`config.mk`:
```
export PLATFORM = sky130hd
export DESIGN_NAME = pixel_gain_half_precision
export DESIGN_NICKNAME = d
export VERILOG_FILES = /design/src/design/pgh_pkg.sv /design/src/design/pgh_scale.sv /design/src/design/pixel_gain_half_precision.sv
export VERILOG_INCLUDE_DIRS = /design/src /design/src/design
export SDC_FILE = /design/constraint.sdc
export NUM_CORES = 1
export LEC_CHECK = 0
export BUFFER_PORTS_ARGS = -buffer_cell sky130_fd_sc_hd__buf_2
export CELL_PAD_IN_SITES_DETAIL_PLACEMENT = 1
export CELL_PAD_IN_SITES_GLOBAL_PLACEMENT = 2
export CORE_MARGIN = 1
export CORE_UTILIZATION = 24
export CTS_CLUSTER_DIAMETER = 50
export DETAILED_ROUTE_END_ITERATION = 10
export PLACE_DENSITY = 0.66
export SYNTH_ARGS = -nofsm -noshare
export SYNTH_HDL_FRONTEND = slang
export SYNTH_HIERARCHICAL = 1
export SYNTH_SLANG_ARGS = --single-unit
```
`constraint.sdc`:
```
create_clock -name clk -period 9.2 [get_ports clk]
set_input_delay 1.84 -clock clk [delete_from_list [all_inputs] [get_ports clk]]
set_output_delay 1.84 -clock clk [all_outputs]
set_load 0.1 [all_outputs]
```
`src/design/pixel_gain_half_precision_defines.svh`:
```
// Assertion macros for the pixel gain block
`ifndef PIXEL_GAIN_HALF_PRECISION_DEFINES_SVH
`define PIXEL_GAIN_HALF_PRECISION_DEFINES_SVH

`ifndef ASSERT_OFF
// Checked only outside reset
`define PGH_ASSERT(lbl, prop) \
  lbl: assert property (@(posedge clk) disable iff (rst) prop) \
    else $error("pixel gain assertion failed");
// Checked at every edge, reset included
`define PGH_ASSERT_ALWAYS(lbl, prop) \
  lbl: assert property (@(posedge clk) prop) \
    else $error("pixel gain assertion failed");
`else
`define PGH_ASSERT(lbl, prop)
`define PGH_ASSERT_ALWAYS(lbl, prop)
`endif

`endif

```
`src/design/pgh_pkg.sv`:
```
package pgh_pkg;

  // binary16 layout
  localparam int FRAC_W = 10;
  localparam int EXP_W  = 5;
  localparam int SIG_W  = FRAC_W + 1;
  localparam int PIX_W  = 8;
  localparam int PROD_W = PIX_W + SIG_W;

  // value = sig * 2^(ex - EXP_BIAS_SHIFT)
  localparam logic [EXP_W-1:0] EXP_BIAS_SHIFT = 5'd25;
  localparam logic [EXP_W-1:0] EXP_SPECIAL    = 5'd31;
  localparam logic [EXP_W-1:0] EXP_SUBNORMAL  = 5'd0;
  localparam logic [PIX_W-1:0] PIX_MAX        = 8'd255;

  typedef struct packed {
    logic [PIX_W-1:0] pixel;
    logic [15:0]      gain_bits;
    logic             last_in;
  } pix_item_t;

  typedef struct packed {
    logic [PIX_W-1:0] scaled_pixel;
    logic             last_out;
  } res_item_t;

endpackage

```
`src/design/pgh_scale.sv`:
```
module pgh_scale (
  input  pgh_pkg::pix_item_t item,
  output pgh_pkg::res_item_t result
);
  import pgh_pkg::*;

  logic             sign;
  logic [EXP_W-1:0] expf;
  logic [EXP_W-1:0] ex;
  logic [SIG_W-1:0] sig;
  logic [PROD_W-1:0] prod;
  logic [2:0]       lsh;
  logic [23:0]      lval;
  logic [EXP_W-1:0] rsh;
  logic [EXP_W-1:0] rsh_m1;
  logic [23:0]      prodx;
  logic [23:0]      q;
  logic             rbit;
  logic             sticky;
  logic             round_up;
  logic [24:0]      q_rnd;

  // Decode the gain, subnormals use exponent one with no hidden bit
  assign sign = item.gain_bits[15];
  assign expf = item.gain_bits[14:10];
  assign ex   = (expf == EXP_SUBNORMAL) ? 5'd1 : expf;
  assign sig  = {(expf != EXP_SUBNORMAL), item.gain_bits[FRAC_W-1:0]};
  assign prod = PROD_W'(item.pixel) * PROD_W'(sig);

  // Left shift when the exponent is at or above the binary point
  assign lsh  = 3'(ex - EXP_BIAS_SHIFT);
  assign lval = 24'(prod) << lsh;

  // Right shift with round to nearest, ties to even
  assign rsh      = EXP_BIAS_SHIFT - ex;
  assign rsh_m1   = rsh - 5'd1;
  assign prodx    = 24'(prod);
  assign q        = prodx >> rsh;
  assign rbit     = prodx[rsh_m1];
  assign sticky   = |(prodx & ((24'd1 << rsh_m1) - 24'd1));
  assign round_up = rbit & (sticky | q[0]);
  assign q_rnd    = 25'(q) + 25'(round_up);

  // Special cases, then saturation
  always_comb begin
    result.last_out = item.last_in;
    if (expf == EXP_SPECIAL || sign || prod == '0) begin
      result.scaled_pixel = '0;
    end else if (ex >= EXP_BIAS_SHIFT) begin
      result.scaled_pixel = (lval > 24'(PIX_MAX)) ? PIX_MAX : lval[PIX_W-1:0];
    end else begin
      result.scaled_pixel = (q_rnd > 25'(PIX_MAX)) ? PIX_MAX : q_rnd[PIX_W-1:0];
    end
  end

endmodule

```
`src/design/pixel_gain_half_precision.sv`:
```
// Pixel times binary16 gain, round to nearest even, saturate to 0..255.
// An accepted item passes the input register, then the result register, before res_valid rises.
// One item is accepted per cycle unless res_ready stalls the output; the single-pass scale logic sits between the two.
// Reset (rst, synchronous, active high) empties both stages; the data registers are not reset.
`include "pixel_gain_half_precision_defines.svh"

module pixel_gain_half_precision (
  input  logic               clk,
  input  logic               rst,
  input  logic               pix_valid,
  output logic               pix_ready,
  input  pgh_pkg::pix_item_t pix,
  output logic               res_valid,
  input  logic               res_ready,
  output pgh_pkg::res_item_t res
);
  import pgh_pkg::*;

  logic      s1_valid;
  pix_item_t s1_item;
  res_item_t s1_result;
  logic      s2_valid;
  res_item_t s2_item;
  logic      s2_load;

  // Stage handoff
  assign s2_load   = s1_valid && (!s2_valid || res_ready);
  assign pix_ready = !s1_valid || s2_load;

  // Input register
  always_ff @(posedge clk) begin
    if (rst) begin
      s1_valid <= 1'b0;
    end else if (pix_ready) begin
      s1_valid <= pix_valid;
    end
  end

  always_ff @(posedge clk) begin
    if (pix_valid && pix_ready) begin
      s1_item <= pix;
    end
  end

  pgh_scale u_scale (
    .item   (s1_item),
    .result (s1_result)
  );

  // Result register
  always_ff @(posedge clk) begin
    if (rst) begin
      s2_valid <= 1'b0;
    end else if (s2_load) begin
      s2_valid <= 1'b1;
    end else if (res_ready) begin
      s2_valid <= 1'b0;
    end
  end

  always_ff @(posedge clk) begin
    if (s2_load) begin
      s2_item <= s1_result;
    end
  end

  assign res_valid = s2_valid;
  assign res       = s2_item;

  // Checks
  `PGH_ASSERT(a_load_fills_s1, (pix_valid && pix_ready) |=> s1_valid)
  `PGH_ASSERT(a_full_stall_blocks, (s1_valid && s2_valid && !res_ready) |-> !pix_ready)
  `PGH_ASSERT(a_last_follows, s2_load |=> (res.last_out == $past(s1_item.last_in)))
  `PGH_ASSERT_ALWAYS(a_reset_empties, rst |=> (!res_valid && !s1_valid))

endmodule
```
==> impl_metrics.toml, run 1 <==
[status]
status = "finished, final reports clean"

[setup_path]
cpMostUsedCell = "fa_1"
critPathCaptureType = "flop"
critPathMaxStageDelay_ns = 0.66
cp_slowest_cell = "nor4_4"
path_max_fanout = 11
required_ns = 9.22
critPathLaunchType = "flop"
critPathKind = "reg -> reg"
cp_top_family = "simple AND/OR/NAND/NOR gates"
cp_num_buf_inv = 0
path_cells = "nor4_4 -> nand2_1 -> and2_1 -> fa_1 -> fa_1 -> fa_1 -> fa_1 -> ha_1 -> nand2_1 -> o211a_1 -> nor2_1 -> nor3_1 -> nor2_1 -> o221ai_1 -> a221oi_2 -> and2_1 -> ha_1 -> and4_1 -> nand4_1 -> a22o_1 -> a211oi_4 -> a21oi_1"
crit_arrival_ns = 8.46

[yosys]
syn-instance-count = 906
syn_area_um2 = 7450
synth_cell_types = 90
synth_top_cells_by_count = "nand2_1 (91), inv_1 (74), and2_1 (70)"
synth_top_area_cell = "fa_1"
synth-edff-count = 34
synth_top_area_share_pct = 14.5
synth_fp_nets = 1038
synth_seq_cells = 36
ys_seq_area_share_pct = 14.2
ys_warn_count = 6
yosys_most_used_dff = "edfxtp_1"
synth_area_leaders = "fa_1 (15%), edfxtp_1 (14%), ha_1 (8.2%), and2_1 (5.9%), nand2_1 (4.6%)"
avgSynthCellArea_um2 = 8.22
synth.most_common_cell = "nand2_1"
async_flop_share_pct = 0

[sta]
tightest_slew_ns = 0.977
fin_crit_ns = 8.44
fin_skew_ns = 0.00890
setup_viol_count_final = 0
max_freq_mhz = 118
finalSetupTns_ns = 0
relSlewSlack_pct = 34.4
setup_slack_ns = 0.758
rsz0062_at_grt = "false"
hold_viol_final = 0
finalMaxSlewViolations = 0
finalCritPeriodShare_pct = 91.8

[clock_tree]
post-cts-setup-buffers = 0
cts_tree = "built"
clock_sinks = 36
htreeDepth = 2
cts_made_buffers = 5
path_clk_slew_ns = 0.06
ctsHoldBuffers = 0
cts_resized = 0
clockBufferDepth = 2
insertion_delay_ns = 0.30
clockRootBuffer = "clkbuf_16"

[grt]
grt_pass1_wl_um = 43600
overflow = 0
grt_use_total_pct = 17.8
grt_start_max_net_pins = 34
grt_pass1_vias = 7435
antenna_found_initial = 0

[cells_and_area]
area_growth_pct = 9.76
layout.nets = 1051
diodes = 0
fin_area_um2 = 8180
drive_gt1_share_pct = 11.1

[route]
wire_per_inst_um = 20.8
ant_nets = 0
drc = 0
routed_wl_um = 27400
drt_iter0_drc = 604
viasPerCell = 5.50
vias = 7243
drt_pre_antenna_iters = 5

[floorplan]
coreArea_um2 = 30600
die_y_um = 178
chipWidth_um = 178
start_util_pct = 24.3
io_pins = 40
rows = 64
die-area_um2 = 31700

[pwr]
power_mw = 2.55
power_density_nw_per_um2 = 312
vdd_ir_drop_max_mv = 0.120
leakage_nw = 3.22

[place]
place_ws_ns = 0.797
gp_congestion = 0.901
port_buffers = 39
placed_area_um2 = 8040
dp_hpwl_um = 21800

[run]
max_cap_viol_count = 0

[worst_hold_path]
hold_class = "reg -> reg"
placed cells by master (no fill, tap or decap), drive strengths merged, types with 18 or more instances in the layout:
| cell | synthesis | routed |
|---|---|---|
| ha | 49 | 49 |
| buf | 18 | 52 |
| xnor2 | 24 | 24 |
| fa | 54 | 54 |
| nand4 | 20 | 20 |
| nand3 | 22 | 22 |
| o21ai | 54 | 54 |
| nor2 | 66 | 66 |
| a21oi | 44 | 44 |
| nor4 | 22 | 22 |
| edfxtp | 34 | 34 |
| nor3 | 18 | 18 |
| inv | 75 | 75 |
| nand2 | 91 | 91 |
| and2 | 72 | 72 |
routing by layer:
metal	GRT usage, %	wire length, um	up-vias	part of all wire [%]
li1	-	-	3313	-
met1	25.0	13000	3678	47
met2	28.9	12600	220	46
met3	1.45	1310	32	4.8
met4	5.20	495	0	1.8
met5	0	0	-	0
sequential cells by signal, summed over array words and instances, names as in the netlist:
register   count
s1_item       25
res            9
res_valid      1
s1_valid       1
metrics by stage:
step / util [%] / cells / hold WS (ns)
5_1_grt: 26.7 / 1316 / 0.438
6_report: 26.7 / 1316 / 0.424
4_1_cts: 26.7 / 1316 / 0.422
3_3_place_gp: 26.3 / 1308 / 0.409
2_1_floorplan: - / 906 / 0.461
3_5_place_dp: 26.3 / 1308 / 0.408
final cells by class:
| class | count | area (um2) |
|---|---|---|
| flip-flops and latches | 36 | 1060 |
| well taps | 396 | 495 |
| repair buffers | 52 | 293 |
| clock buffers | 7 | 133 |
| multi-input cells | 747 | 5900 |
| inverters | 77 | 289 |
| fillers | 3681 | 22400 |
| clock inverters | 1 | 3.75 |
logic make-up after synthesis:
family,Yosys count,share of synthesized area [%]
AO/OA/AOI/OAI,229,23.7
XOR/XNOR,37,4.35
adder cells (fa/ha/maj),103,22.7
buffers and inverters,123,6.53
flip-flops,36,14.2
multiplexers,18,2.50
AND/OR/NAND/NOR,360,25.9
path summary, 6_finish.rpt:
path | depth (start not counted) | to | slack, ns | startpoint
hold reg to reg | 0 | res[0] | 0.42 | s1_item[0]
setup / recovery | 22 | res[4] | 0.76 | s1_item[15]
hold / removal | 0 | res[0] | 0.42 | s1_item[0]
setup reg to reg | 22 | res[4] | 0.76 | s1_item[15]
report_power, final:
group	total, mW	internal, mW	leakage, nW	switching, mW
registers	0.213	0.196	0.346	0.0173
logic	2.17	0.716	2.80	1.46
clock network	0.168	0.0997	0.0655	0.0685
(Power assumes the default switching activity.)
==> run 2, diff against run 1 <==
--- a/config.mk
+++ b/config.mk
@@ -16,5 +16,4 @@
 export PLACE_DENSITY = 0.66
 export SYNTH_ARGS = -nofsm -noshare
 export SYNTH_HDL_FRONTEND = slang
-export SYNTH_HIERARCHICAL = 1
 export SYNTH_SLANG_ARGS = --single-unit
==> run 2 against run 1 <==
Compared with the run above: clock power rose by 2%; cell count fell by 3.3%; worst setup slack improved by 0.18 ns; worst hold slack improved by 0.011 ns; combinational power barely moved; synthesized cell count fell by 4.1%.
==> impl_metrics.toml, run 2 <==
[yosys]
syn_area_um2 = 7280
synthAdderAreaFrac_pct = 23.6
synthMuxAreaShare_pct = 3.58
synth_top_cells_by_count = "nand2_1 (99), inv_1 (76), and2_1 (63)"
synth_top_area_cell = "fa_1"
synth_top_family_by_area = "adder cells"
synth_seq_cells = 36
yosys_most_used_dff = "edfxtp_1"
synth_top_area_share_pct = 14.9
ys_seq_area_share_pct = 14.6
synth_cell_types = 93
synth-simple-area-share_pct = 22.8
synth-edff-count = 34
ys_warn_count = 0
synth_area_leaders = "fa_1 (15%), edfxtp_1 (14%), ha_1 (8.8%), and2_1 (5.4%), nand2_1 (5.1%)"
avgSynthCellArea_um2 = 8.38
synth.most_common_cell = "nand2_1"
async_flop_share_pct = 0
syn-instance-count = 869
synth_fp_nets = 1003
synthXorXnorAreaFrac_pct = 4.69
synth_compound_area_share_pct = 23.6

[clock_tree]
clockRootBuffer = "clkbuf_16"
clock_sinks = 36
cts_resized = 0
cts_made_buffers = 5
post-cts-setup-buffers = 0
ctsHoldBuffers = 0
clockBufferDepth = 2
insertion_delay_ns = 0.30
htreeDepth = 2
path_clk_slew_ns = 0.06
cts_tree = "built"

[setup_path]
cp_slowest_cell = "edfxtp_1"
critPathKind = "reg -> reg"
critPathLaunchType = "flop"
crit_arrival_ns = 8.24
critPathCaptureType = "flop"
critPathMaxStageDelay_ns = 0.57
cpMostUsedCell = "fa_1"
r2r_end = "res[3]"
path_cells = "nor4_1 -> nand2_1 -> and2_1 -> fa_1 -> fa_1 -> fa_1 -> fa_1 -> ha_1 -> a21o_1 -> a22oi_2 -> a2bb2oi_1 -> o211ai_1 -> o22ai_1 -> o21ai_0 -> a221oi_2 -> inv_1 -> nor2_1 -> ha_1 -> nand4_1 -> o41ai_2 -> nand3_1 -> nor4b_4 -> a221oi_1"
reg2reg_depth = 23
path_max_fanout = 12
timing.rr.start = "s1_item[14]"
cp_top_family = "adder cells"
cp_num_buf_inv = 1
required_ns = 9.18
reg2reg_setup_slack_ns = 0.94
critPathLaunch = "s1_item[14]"

[worst_hold_path]
min_delay_path_depth = 0
hold_end = "res[0]"
hold_class = "reg -> reg"
hold_start = "s1_item[0]"

[sta]
finalMaxSlewViolations = 0
max_freq_mhz = 121
finalCritPeriodShare_pct = 89.8
fin_crit_ns = 8.26
hold_viol_final = 0
relSlewSlack_pct = 24.6
setup_viol_count_final = 0
finalSetupTns_ns = 0
tightest_slew_ns = 1.12
rsz0062_at_grt = "false"
fin_skew_ns = 0.00914

[floorplan]
coreArea_um2 = 29700
io_pins = 40
chipWidth_um = 176
die_y_um = 176
rows = 63
start_util_pct = 24.5
die-area_um2 = 31000

[pwr]
vdd_ir_drop_max_mv = 0.163
leakage_nw = 3.16
power_density_nw_per_um2 = 319

[place]
gp_congestion = 0.899
dp_hpwl_um = 20700
port_buffers = 39
placed_area_um2 = 7840

[grt]
grt_pass1_wl_um = 41500
overflow = 0
grt_use_total_pct = 17.4
antenna_found_initial = 0
grt_start_max_net_pins = 37
grt_pass1_vias = 7064

[route]
drt_pre_antenna_iters = 5
ant_nets = 0
routed_wl_um = 25800
wire_per_inst_um = 20.2
drt_iter0_drc = 420
viasPerCell = 5.35
vias = 6809
drc = 0

[cells_and_area]
drive_gt1_share_pct = 12.1
layout_common_cells = "nand2_1 (99), inv_1 (76), and2_1 (63)"
largest_register = "s1_item"
diodes = 0
largest_reg_flops = 25
area_growth_pct = 9.54
layout.nets = 1016
fin_area_um2 = 7970
final_common_cell = "nand2_1"

[status]
status = "finished, final reports clean"

[run]
max_cap_viol_count = 0
run 2: how the worst max path moves through the flow:
stage,endpoint,slack [ns],cells past startpoint
floorplan,res[3],2.21,25
finish,res[3],0.94,23
global route,res[3],0.33,23
CTS,res[3],0.91,23
detailed placement,res[3],0.96,23
global placement,res[4],1.19,23
run 2: routing by layer:
metal	global-route usage (%)	wire length [um]	vias to the layer above
met4	5.33	560	0
met5	0	0	-
met3	2.00	1110	32
li1	-	-	3178
met2	28.6	12000	167
met1	23.7	12100	3432
run 2: per-stage QoR:
step	instances	util (%)	worst slack, ns	power, mW	hold slack [ns]
detailed placement	1265	26.4	0.964	2.33	0.415
global route	1273	26.8	0.334	2.74	0.440
CTS	1273	26.8	0.912	2.52	0.438
finish	1273	26.8	0.942	2.55	0.435
floorplan	869	-	2.21	1.72	0.400
global placement	1265	26.4	1.19	2.34	0.403
run 2: cells by family after synthesis:
family	count (synthesis)
mux	18
compound gates	224
flops	36
fa+ha+maj	105
buf+inv	124
simple gates	326
xor+xnor	36
run 2: power breakdown:
part / internal (mW) / switching [mW]
Clock: 0.0999 / 0.0721
Combinational: 0.712 / 1.45
Sequential: 0.197 / 0.0169
run 2: area by class of cell:
cell class                 count  area (um2)
fill                        3509       21700
multi-input combinational    709        5700
sequential                    36        1060
tap                          390         488
inverter                      78         295
timing repair buffer          52         293
clock buffer                   7         133
clock inverter                 1        3.75
